==> src/rtl/pse_pkg.sv <==
// shared types and constants for the postfix stack evaluator
package pse_pkg;

    localparam int DATA_W = 32;

    localparam logic [7:0] CH_ADD    = 8'h2B;
    localparam logic [7:0] CH_SUB    = 8'h2D;
    localparam logic [7:0] CH_MUL    = 8'h2A;
    localparam logic [7:0] CH_DIV    = 8'h2F;
    localparam logic [7:0] CH_LPAREN = 8'h28;
    localparam logic [7:0] CH_RPAREN = 8'h29;
    localparam logic [7:0] CH_ZERO   = 8'h30;

    typedef enum logic [2:0] {
        ST_OK    = 3'd0,
        ST_UNDER = 3'd1,
        ST_OVER  = 3'd2,
        ST_PAREN = 3'd3,
        ST_DIVZ  = 3'd4
    } t_status;

    typedef enum logic [2:0] {
        S_IDLE,
        S_DECODE,
        S_ALU,
        S_DIV,
        S_WB,
        S_FIN
    } t_state;

    // controller to datapath
    typedef struct packed {
        logic    cap;
        logic    push;
        t_status raise;
        logic    alu_ld;
        logic    div_go;
        logic    div_ld;
        logic    wb;
        logic    emit;
    } t_cmd;

    // datapath to controller
    typedef struct packed {
        logic is_op;
        logic is_paren;
        logic is_div;
        logic has_two;
        logic can_push;
        logic y_zero;
        logic last;
        logic div_done;
        logic out_free;
    } t_stat;

endpackage

==> src/rtl/pse_ctrl.sv <==
// controller state machine sequencing one item through the datapath
module pse_ctrl
    import pse_pkg::*;
(
    input  logic  i_clk,
    input  logic  i_rst_n,
    input  logic  i_in_valid,
    output logic  o_in_ready,
    input  t_stat i_stat,
    output t_cmd  o_cmd
);

    t_state r_state;
    t_state n_state;

    always_ff @(posedge i_clk) begin
        if (!i_rst_n) begin
            r_state <= S_IDLE;
        end else begin
            r_state <= n_state;
        end
    end

    always_comb begin
        n_state = r_state;
        unique case (r_state)
            S_IDLE: begin
                if (i_in_valid) n_state = S_DECODE;
            end
            S_DECODE: begin
                if (i_stat.is_op && !i_stat.is_paren && i_stat.has_two) n_state = S_ALU;
                else n_state = S_FIN;
            end
            S_ALU: begin
                if (i_stat.is_div && !i_stat.y_zero) n_state = S_DIV;
                else n_state = S_WB;
            end
            S_DIV: begin
                if (i_stat.div_done) n_state = S_WB;
            end
            S_WB: begin
                n_state = S_FIN;
            end
            S_FIN: begin
                if (!i_stat.last || i_stat.out_free) n_state = S_IDLE;
            end
            default: n_state = S_IDLE;
        endcase
    end

    always_comb begin
        o_cmd      = '0;
        o_cmd.raise = ST_OK;
        o_in_ready = 1'b0;
        unique case (r_state)
            S_IDLE: begin
                o_in_ready = 1'b1;
                o_cmd.cap  = i_in_valid;
            end
            S_DECODE: begin
                if (i_stat.is_paren) begin
                    o_cmd.raise = ST_PAREN;
                end else if (i_stat.is_op) begin
                    if (!i_stat.has_two) o_cmd.raise = ST_UNDER;
                end else if (i_stat.can_push) begin
                    o_cmd.push = 1'b1;
                end else begin
                    o_cmd.raise = ST_OVER;
                end
            end
            S_ALU: begin
                if (i_stat.is_div && !i_stat.y_zero) begin
                    o_cmd.div_go = 1'b1;
                end else begin
                    o_cmd.alu_ld = 1'b1;
                    if (i_stat.is_div) o_cmd.raise = ST_DIVZ;
                end
            end
            S_DIV: begin
                o_cmd.div_ld = i_stat.div_done;
            end
            S_WB: begin
                o_cmd.wb = 1'b1;
            end
            S_FIN: begin
                o_cmd.emit = i_stat.last && i_stat.out_free;
            end
            default: ;
        endcase
    end

endmodule

==> config.mk <==
export PLATFORM = sky130hd
export DESIGN_NAME = pse_ctrl
export DESIGN_NICKNAME = d
export VERILOG_FILES = /design/src/rtl/pse_pkg.sv /design/src/rtl/pse_ctrl.sv
export SDC_FILE = /design/constraint.sdc
export NUM_CORES = 1
export LEC_CHECK = 0
export ABC_AREA = 1
export BUFFER_PORTS_ARGS = -buffer_cell sky130_fd_sc_hd__buf_2
export CAP_MARGIN = 20
export CORE_AREA = 8 8 45 47
export CTS_CLUSTER_DIAMETER = 80
export CTS_CLUSTER_SIZE = 10
export DETAILED_ROUTE_END_ITERATION = 10
export DIE_AREA = 0 0 53 55
export PLACE_DENSITY = 0.64
export SLEW_MARGIN = 15
export SYNTH_ARGS = -nofsm -noshare
export SYNTH_HDL_FRONTEND = slang
export SYNTH_SLANG_ARGS = --single-unit
==> constraint.sdc <==
create_clock -name i_clk -period 1.5 [get_ports i_clk]
set_clock_uncertainty 0.2 [all_clocks]
set_input_delay 0.3 -clock i_clk [delete_from_list [all_inputs] [get_ports i_clk]]
set_output_delay 0.3 -clock i_clk [all_outputs]
set_load 0.01 [all_outputs]
==> metrics.cfg, run 1 <==
[timing]
final.setup.tns_ps = -363.0
timing_worst_slew_pin_value_ps = 199.7
hold_viol = 0
min_period_ps = 1592
period_share = 1.062
fmax_mhz = 628.0
rsz0062_at_grt = true
layout_setup_ws_ps = -92.38
max_slew_margin = 0.8657
slew_violations = 0
setup_viol = 7

[pwr]
p_leak_uw = 0.0003522
clkPwrFrac = 0.344
combPwrFrac = 0.397
cell_internal_pwr_uw = 260.2
p_sw_uw = 153.2
p_per_area_nw_per_um2 = 713.7
pwr-share-seq = 0.259
ir_drop_v = 0.0003334
power_uw = 413.4
p_sw_frac = 0.3706

[cts]
clockBufferDepth = 2
htree_levels = 1
cts.sinks = 3
cts_root_buffer = clkbuf_4
cts_hold_buf = 0
clk_latency_ps = 230
clk_transition_reported_paths_ps = 40
numCtsBuffers = 3
cts_tree = yes

[grt]
gr-total-overflow = 0
antenna_found_initial = 0
grt_usage = 0.07642
grt_max_degree = 8
grt_pass1_wl_um = 1656
first_global_vias = 453

[final_layout]
regMostFlops = r_state
instances_no_fill = 109
largest_register_ffs = 3
diodes = 0
finalNetCount = 106
reg.largest.list = r_state (3)
drive_gt1_frac = 0.5161
fin_area_um2 = 579.3
synthToLayoutAreaGrowth_pct = 74.06

[detailed_routing]
drt_pass1_iterations = 2
postRouteWirelength_um = 1095
drtAntennaViolNets = 0
vias_per_cell = 4.183
vias = 456
drt_iter0_markers = 2
routedWlPerCell_um = 10.05
drc_errors = 0

[run_status]
outcome = finished with violations
failed_checks = setup timing

[setup_path]
crit_arrival_ps = 1090
worstSetupEndpointType = output pin
startpoint_type = register
cp_cell_sequence = inv_4 > nand3_4 > nor4_2 > buf_2
cp_slowest_cell = dfxtp_4
critPathRequiredTime_ps = 1000
cp_max_fo = 4
slowest_delay_ps = 360
worstSetupPathType = register to output pin

[logic_synthesis]
synth_top_area_cell = dfxtp_1
synthCells = 64
synth_edf_count = 0
syn_area_um2 = 332.8
yosysWarnings = 0
synthFlopType = dfxtp_1
ys_async_sr_fraction = 0
syn-mean-instance-area_um2 = 5.200
synth_most_common_cell = inv_1
synth.distinct_cells = 14
synth.top_cell.area_share = 0.1805
syn-num-nets = 76
synth_area_leaders = dfxtp_1 18%, inv_1 18%, nand2_1 12%
synth_commonest_cells = 16 x inv_1, 11 x nand2_1, 10 x nor2_1
ys_seq_area_frac = 0.1805
synth-seq-cells = 3

[placement]
dp_hpwl_um = 874.7
placed_cell_area_um2 = 470.5
place_inst = 103
dp_worst_setup_slack_ps = 44.50
gp_congestion = 0.6832
portBuffers = 22

[floorplan]
dieWidth_um = 53
io_pins = 23
rows = 14
core_area_um2 = 1384
dieArea_um2 = 2915
start_util = 0.2405
die_y_um = 55

[hold_path]
worstHoldPathType = input port to register

[run]
drv.max_cap_violation_count = 0

[cell usage in the layout, fill, tap and decap left out]
cell type  Yosys  final
buf_2          0     21
inv_1         16     15
nand2_1       11     10
nor2_1        10      8
nand3_1        8      6
nor2_2         4      5
clkbuf_4       0      3
buf_4          0      3
dfxtp_4        0      3
inv_4          0      2
nand3_2        1      2
a21oi_2        1      2
o21ai_1        2      2
a21oi_1        3      2
nor2_4         0      1
inv_2          2      1
nand3_4        0      1
nand2_2        0      1
and3_1         1      1
nor4_2         0      1
nor3_2         0      1
clkbuf_1       0      1
buf_6          0      1
[timing repair]
item / CTS / global route
resized for setup: 7 / 13
buffers inserted: 0 / 2
pin swaps: 1 / 0
endpoints found under the setup margin: 11 / 11
[layer usage]
layer  global-route usage  vias to the layer above  share of wire
met5                    0                        -              0
met4              0.06466                        0              0
met3              0.02139                        0          0.077
met2               0.1230                       14           0.51
met1              0.08182                      189           0.41
li1                     -                      253              -
[power groups by stage]
| stage | sequential, uW | combinational (uW) | clock [uW] |
|---|---|---|---|
| 3_5_place_dp | 103 | 133 | 0 |
| 6_report | 107 | 164 | 142 |
| 3_3_place_gp | 102 | 130 | 0 |
| 5_1_grt | 110 | 184 | 166 |
| 4_1_cts | 103 | 137 | 151 |
| 2_1_floorplan | 100 | 83.7 | 0 |
[cells by family after synthesis]
logic type             Yosys count  share of synthesized area
AND/OR/NAND/NOR                 37                     0.5151
buffers and inverters           18                     0.2030
AO/OA/AOI/OAI                    6                     0.1015
flip-flops                       3                     0.1805
[path summary, 6_finish.rpt]
kind	startpoint	endpoint	slack, ps	cells after the start
max	r_state[1]$_SDFFE_PN0P_	o_cmd[8]	-90	4
max reg2reg	r_state[1]$_SDFFE_PN0P_	r_state[0]$_SDFFE_PN0P_	160	7
min	i_rst_n	r_state[1]$_SDFFE_PN0P_	80	3
min reg2reg	r_state[1]$_SDFFE_PN0P_	r_state[2]$_SDFFE_PN0P_	410	3
[final cells by class]
| cell class | count | area (um2) |
|---|---|---|
| clock buffers | 4 | 26.28 |
| fillers | 161 | 804.5 |
| inverters | 18 | 72.57 |
| multi-input cells | 43 | 250.2 |
| flip-flops and latches | 3 | 71.32 |
| well taps | 16 | 20.02 |
| repair buffers | 25 | 138.9 |
[per-stage QoR]
| step | utilization | hold slack (ps) |
|---|---|---|
| floorplan | - | 205.7 |
| global placement | 0.3400 | 314.1 |
| detailed placement | 0.3400 | 317.2 |
| CTS | 0.3707 | 66.79 |
| global route | 0.4186 | 74.52 |
| finish | 0.4186 | 76.91 |
[critical path: cells and delay by family, from the launching register on]
kind / cells / cell delay [ps]
buf+inv: 2 / 250
flops: 1 / 360
simple gates: 2 / 250
Power figures use the tool's default switching activity.
==> inputs of run 2 (changes only) <==
Settings changed: ABC_CLOCK_PERIOD_IN_PS set to 1500, PLACE_DENSITY 0.64 to not set, PLACE_DENSITY_LB_ADDON set to 0.2, SETUP_SLACK_MARGIN set to 0.4.
==> metrics.cfg, run 2 (synthesized netlist as in run 1, its figures left out) <==
[run_status]
outcome = finished with violations
failed_checks = setup timing

[timing]
layout_setup_ws_ps = -97.94  ; -5.554 ps
slew_violations = 0  ; unchanged
setup_viol = 8  ; +1
min_period_ps = 1598  ; +5.554 ps
timing_worst_slew_pin_value_ps = 279.7  ; +80.02 ps
final.setup.tns_ps = -414.0  ; -51.01 ps
max_slew_margin = 0.8128  ; -0.05293
fmax_mhz = 625.8  ; -0.35%
hold_viol = 0  ; unchanged
rsz0062_at_grt = true
period_share = 1.065  ; +0.003703

[cts]
cts_root_buffer = clkbuf_4
numCtsBuffers = 3  ; unchanged
cts_tree = yes
clk_latency_ps = 230  ; about the same
clk_transition_reported_paths_ps = 40  ; about the same
htree_levels = 1  ; unchanged
cts.sinks = 3  ; unchanged
cts_hold_buf = 0  ; unchanged
clockBufferDepth = 2  ; unchanged

[setup_path]
startpoint_type = register
cp_max_fo = 6  ; +2
worstSetupEndpointType = output pin
regToRegSetupSlack_ps = 100  ; -60 ps
critPathRequiredTime_ps = 1000  ; about the same
crit_arrival_ps = 1100  ; about the same
r2r_cells = 9  ; +2
reg2reg_from = r_state[0]$_SDFFE_PN0P_
crit_path_start = r_state[0]$_SDFFE_PN0P_
rr_endpoint = r_state[0]$_SDFFE_PN0P_
worstSetupPathType = register to output pin

[hold_path]
worstHoldPathType = input port to register
hold_end = r_state[1]$_SDFFE_PN0P_
holdPathStages = 3  ; unchanged
min_from = i_rst_n

[final_layout]
layout_commonest_cell = buf_2
fin_area_um2 = 708.2  ; +22%
reg.largest.list = r_state (3)
layout_common_cells = 19 x buf_2, 13 x inv_1, 7 x nand2_1
diodes = 0  ; unchanged
synthToLayoutAreaGrowth_pct = 112.8
regMostFlops = r_state
fillers = 137  ; -15%
largest_register_ffs = 3  ; unchanged
drive_gt1_frac = 0.6701  ; +0.1540
fin_util = 0.5118  ; +0.09313
finalNetCount = 110  ; +3.8%

[placement]
dp_hpwl_um = 886.6  ; +1.4%
portBuffers = 22  ; unchanged
gp_congestion = 0.7631  ; +12%
placed_cell_area_um2 = 524.3  ; +11%
dp_worst_setup_slack_ps = 108.6  ; +64.12 ps

[detailed_routing]
postRouteWirelength_um = 1122  ; +2.5%
routedWlPerCell_um = 9.929  ; -1.2%
drt_iter0_markers = 10  ; +8
drtAntennaViolNets = 0  ; unchanged
vias = 494  ; +8.3%
drc_errors = 0  ; unchanged
vias_per_cell = 4.372  ; +4.5%
drt_pass1_iterations = 4  ; +2

[floorplan]
rows = 14  ; unchanged
io_pins = 23  ; unchanged
die_y_um = 55  ; unchanged
dieWidth_um = 53  ; unchanged
dieArea_um2 = 2915  ; unchanged
start_util = 0.2405  ; unchanged
core_area_um2 = 1384  ; unchanged

[pwr]
p_per_area_nw_per_um2 = 636.7  ; -11%
p_leak_uw = 0.0003955  ; +12%
p_sw_uw = 173.4  ; +13%
cell_internal_pwr_uw = 277.5  ; +6.6%
combPwrFrac = 0.447  ; +0.050
ir_drop_v = 0.0003717  ; +11%
pwr-share-seq = 0.242  ; -0.017
p_sw_frac = 0.3846  ; +0.01404
clkPwrFrac = 0.310  ; -0.034

[grt]
grt_max_degree = 7  ; -1
antenna_found_initial = 0  ; unchanged
grt_pass1_wl_um = 1876  ; +13%
gr-total-overflow = 0  ; unchanged
grt_usage = 0.08297  ; +0.006550
first_global_vias = 500  ; +10%

[run]
drv.max_cap_violation_count = 0  ; unchanged

run 2: routing by layer:
layer	vias up	global-route usage	share of wire
li1	265	-	-
met1	211	0.09091	0.44
met2	18	0.1543	0.50
met3	0	0.01070	0.059
met4	0	0.03879	0
met5	-	0	0
run 2: repair_timing:
action	in CTS	in global routing
buffers inserted	6	1
pin swaps	9	7
resized for setup	19	6
setup endpoints to repair	14	14
run 2: worst max-delay path, stage by stage (launching register included):
cell and delay [ps]:
dfxtp_4 400, nand2_2 60, nor2_2 130, and3_4 190, buf_6 90
run 2: layout make-up:
type	count	area (um2)	area share
Multi-Input combinational cell	43	325.3	0.4594
Clock buffer	4	26.28	0.03710
Inverter	18	72.57	0.1025
Tap cell	16	20.02	0.02827
Timing Repair Buffer	29	192.7	0.2721
Sequential cell	3	71.32	0.1007
run 2: per-stage QoR:
step,instances,hold WS (ps),total power [uW]
3_5_place_dp,102,327.8,261.7
3_3_place_gp,102,316.5,263.1
4_1_cts,112,89.49,443.0
2_1_floorplan,64,205.8,207.0
6_report,113,98.38,450.9
5_1_grt,113,132.2,489.9
run 2: worst max-delay path by stage:
stage               end  slack, ps  cells past startpoint
3_3_place_gp   o_cmd[8]         90                      4
2_1_floorplan  o_cmd[8]        260                      3
6_report       o_cmd[0]       -100                      4
3_5_place_dp   o_cmd[8]        110                      4
5_1_grt        o_cmd[0]       -140                      4
4_1_cts        o_cmd[0]        -90                      4
run 2: power groups by stage:
| stage | clock network, uW | logic (uW) | registers (uW) |
|---|---|---|---|
| after floorplan | 0 | 102 | 105 |
| after global placement | 0 | 156 | 108 |
| after detailed placement | 0 | 154 | 108 |
| after CTS | 143 | 191 | 109 |
| after global routing | 156 | 224 | 110 |
| final | 140 | 202 | 109 |
==> inputs of run 3 (changes only) <==
Settings changed: GPL_TIMING_DRIVEN set to 0.
==> metrics.cfg, run 3 (synthesized netlist as in run 1, its figures left out) <==
[run_status]
failed_checks = setup timing
outcome = finished with violations

[floorplan]
io_pins = 23  ; unchanged
dieArea_um2 = 2915  ; unchanged
die_y_um = 55  ; unchanged
core_area_um2 = 1384  ; unchanged
start_util = 0.2405  ; unchanged
dieWidth_um = 53  ; unchanged
rows = 14  ; unchanged

[setup_path]
path_buf_inv = 2  ; +1
r2r_cells = 8  ; -1
slowest_delay_ps = 370  ; -30 ps
path_depth = 4  ; unchanged
cp_max_fo = 4  ; -2
startpoint_type = register
worstSetupEndpointType = output pin
path_delay_family = flip-flops
critPathRequiredTime_ps = 1000  ; about the same
worstSetupPathType = register to output pin
cp_slowest_cell = dfxtp_4
cp_cell_sequence = nor2_4 > inv_2 > nor3_4 > buf_2
crit_arrival_ps = 1090  ; about the same

[timing]
min_period_ps = 1594  ; -4.104 ps
timing_worst_slew_pin_value_ps = 261.1  ; -18.62 ps
layout_setup_ws_ps = -93.83  ; +4.104 ps
setup_viol = 11  ; +3
rsz0062_at_grt = true
max_slew_margin = 0.8253  ; +0.01246
period_share = 1.063  ; -0.002736
slew_violations = 0  ; unchanged
fmax_mhz = 627.4  ; +0.26%
hold_viol = 0  ; unchanged

[placement]
dp_worst_setup_slack_ps = 110.8  ; +2.130 ps
gp_congestion = 0.7190  ; -5.8%
dp_hpwl_um = 821.3  ; -7.4%
portBuffers = 22  ; unchanged
place_inst = 102  ; unchanged

[detailed_routing]
postRouteWirelength_um = 1241  ; +11%
drc_errors = 0  ; unchanged
vias = 506  ; +2.4%
vias_per_cell = 4.288  ; -1.9%
drt_pass1_iterations = 2  ; -2
drt_iter0_markers = 5  ; -5
routedWlPerCell_um = 10.52  ; +5.9%
drtAntennaViolNets = 0  ; unchanged

[final_layout]
synthToLayoutAreaGrowth_pct = 133.8
largest_register_ffs = 3  ; unchanged
instances_no_fill = 118  ; +4.4%
drive_gt1_frac = 0.7157  ; +0.04558
regMostFlops = r_state
fillers = 120  ; -12%
finalNetCount = 115  ; +4.5%
layout_commonest_cell = buf_2
reg.largest.list = r_state (3)
layout_common_cells = 19 x buf_2, 13 x inv_1, 8 x buf_6
diodes = 0  ; unchanged

[pwr]
ir_drop_v = 0.0003565  ; -4.1%
p_per_area_nw_per_um2 = 620.9  ; -2.5%
power_uw = 483.2  ; +7.2%
p_leak_uw = 0.0004359  ; +10%

[cts]
clk_transition_reported_paths_ps = 40  ; about the same
cts_hold_buf = 0  ; unchanged
clk_latency_ps = 230  ; about the same
cts.sinks = 3  ; unchanged
numCtsBuffers = 3  ; unchanged
cts_tree = yes
clockBufferDepth = 2  ; unchanged
cts_root_buffer = clkbuf_4
htree_levels = 1  ; unchanged

[grt]
gr-usage-met1 = 0.08194  ; -0.008967
grt_busiest_layer = met2
first_global_vias = 460  ; -8.0%
grt_max_degree = 7  ; unchanged
met3_usage = 0.02139  ; +0.01070
grt_usage = 0.07537  ; -0.007601
grt_pass1_wl_um = 1676  ; -11%
gr-total-overflow = 0  ; unchanged
met2_usage = 0.1250  ; -0.02930
antenna_found_initial = 0  ; unchanged

[hold_path]
holdPathStages = 3  ; unchanged
worstHoldPathType = input port to register

[run]
drv.max_cap_violation_count = 0  ; unchanged

-- run 3: cell types whose count changed in the layout (fill, tap and decap cells not counted), sizes merged --
cell / delta
buf: +5
-- run 3: metrics by stage --
stage	instance area, um2	util	hold slack, ps	TNS [ps]
4_1_cts	684.4	0.4946	79.37	-497.8
2_1_floorplan	394.1	-	205.8	0
6_report	778.2	0.5624	79.06	-671.0
5_1_grt	778.2	0.5624	105.4	-1274
3_5_place_dp	524.3	0.3788	318.1	0
3_3_place_gp	524.3	0.3788	317.8	0
-- run 3: cell type report --
type	count	area, um2	share of cell area
clock buffer	4	26.28	0.03376
inverter	18	72.57	0.09325
multi-input combinational	43	350.3	0.4502
sequential	3	71.32	0.09164
tap	16	20.02	0.02572
timing repair buffer	34	237.7	0.3055
-- run 3: worst paths after layout --
| check | startpoint | endpoint | slack, ps |
|---|---|---|---|
| worst max register to register | r_state[1]$_SDFFE_PN0P_ | r_state[2]$_SDFFE_PN0P_ | 100 |
| worst min-delay path | i_rst_n | r_state[1]$_SDFFE_PN0P_ | 80 |
| worst min register to register | r_state[0]$_SDFFE_PN0P_ | r_state[1]$_SDFFE_PN0P_ | 560 |
| worst max-delay path | r_state[1]$_SDFFE_PN0P_ | o_cmd[9] | -90 |
-- run 3: layer usage --
layer | routed length [um] | up-vias
met5 | 0 | -
met3 | 85 | 2
met4 | 25 | 0
met2 | 561 | 18
met1 | 569 | 213
li1 | - | 273
-- run 3: where the power goes --
| group | total (uW) | switching [uW] | leakage [uW] | internal (uW) |
|---|---|---|---|---|
| registers | 114 | 25.0 | 0.0000267 | 88.9 |
| clock network | 138 | 38.8 | 0.0000150 | 99.5 |
| logic | 231 | 123 | 0.000394 | 108 |
-- run 3: worst reg2reg max path, stage by stage, from the launching register on --
cell and delay [ps]:
dfxtp_4 400, inv_4 60, nor2_4 130, nand3_2 110, buf_6 130, buf_6 100, nand3_2 50, nand2_2 60
a21oi_2 100
-- run 3: what timing repair did --
action,CTS,global route
setup buffers,7,5
setup endpoints to repair,14,14
pin swaps,8,11
resized for setup,18,15
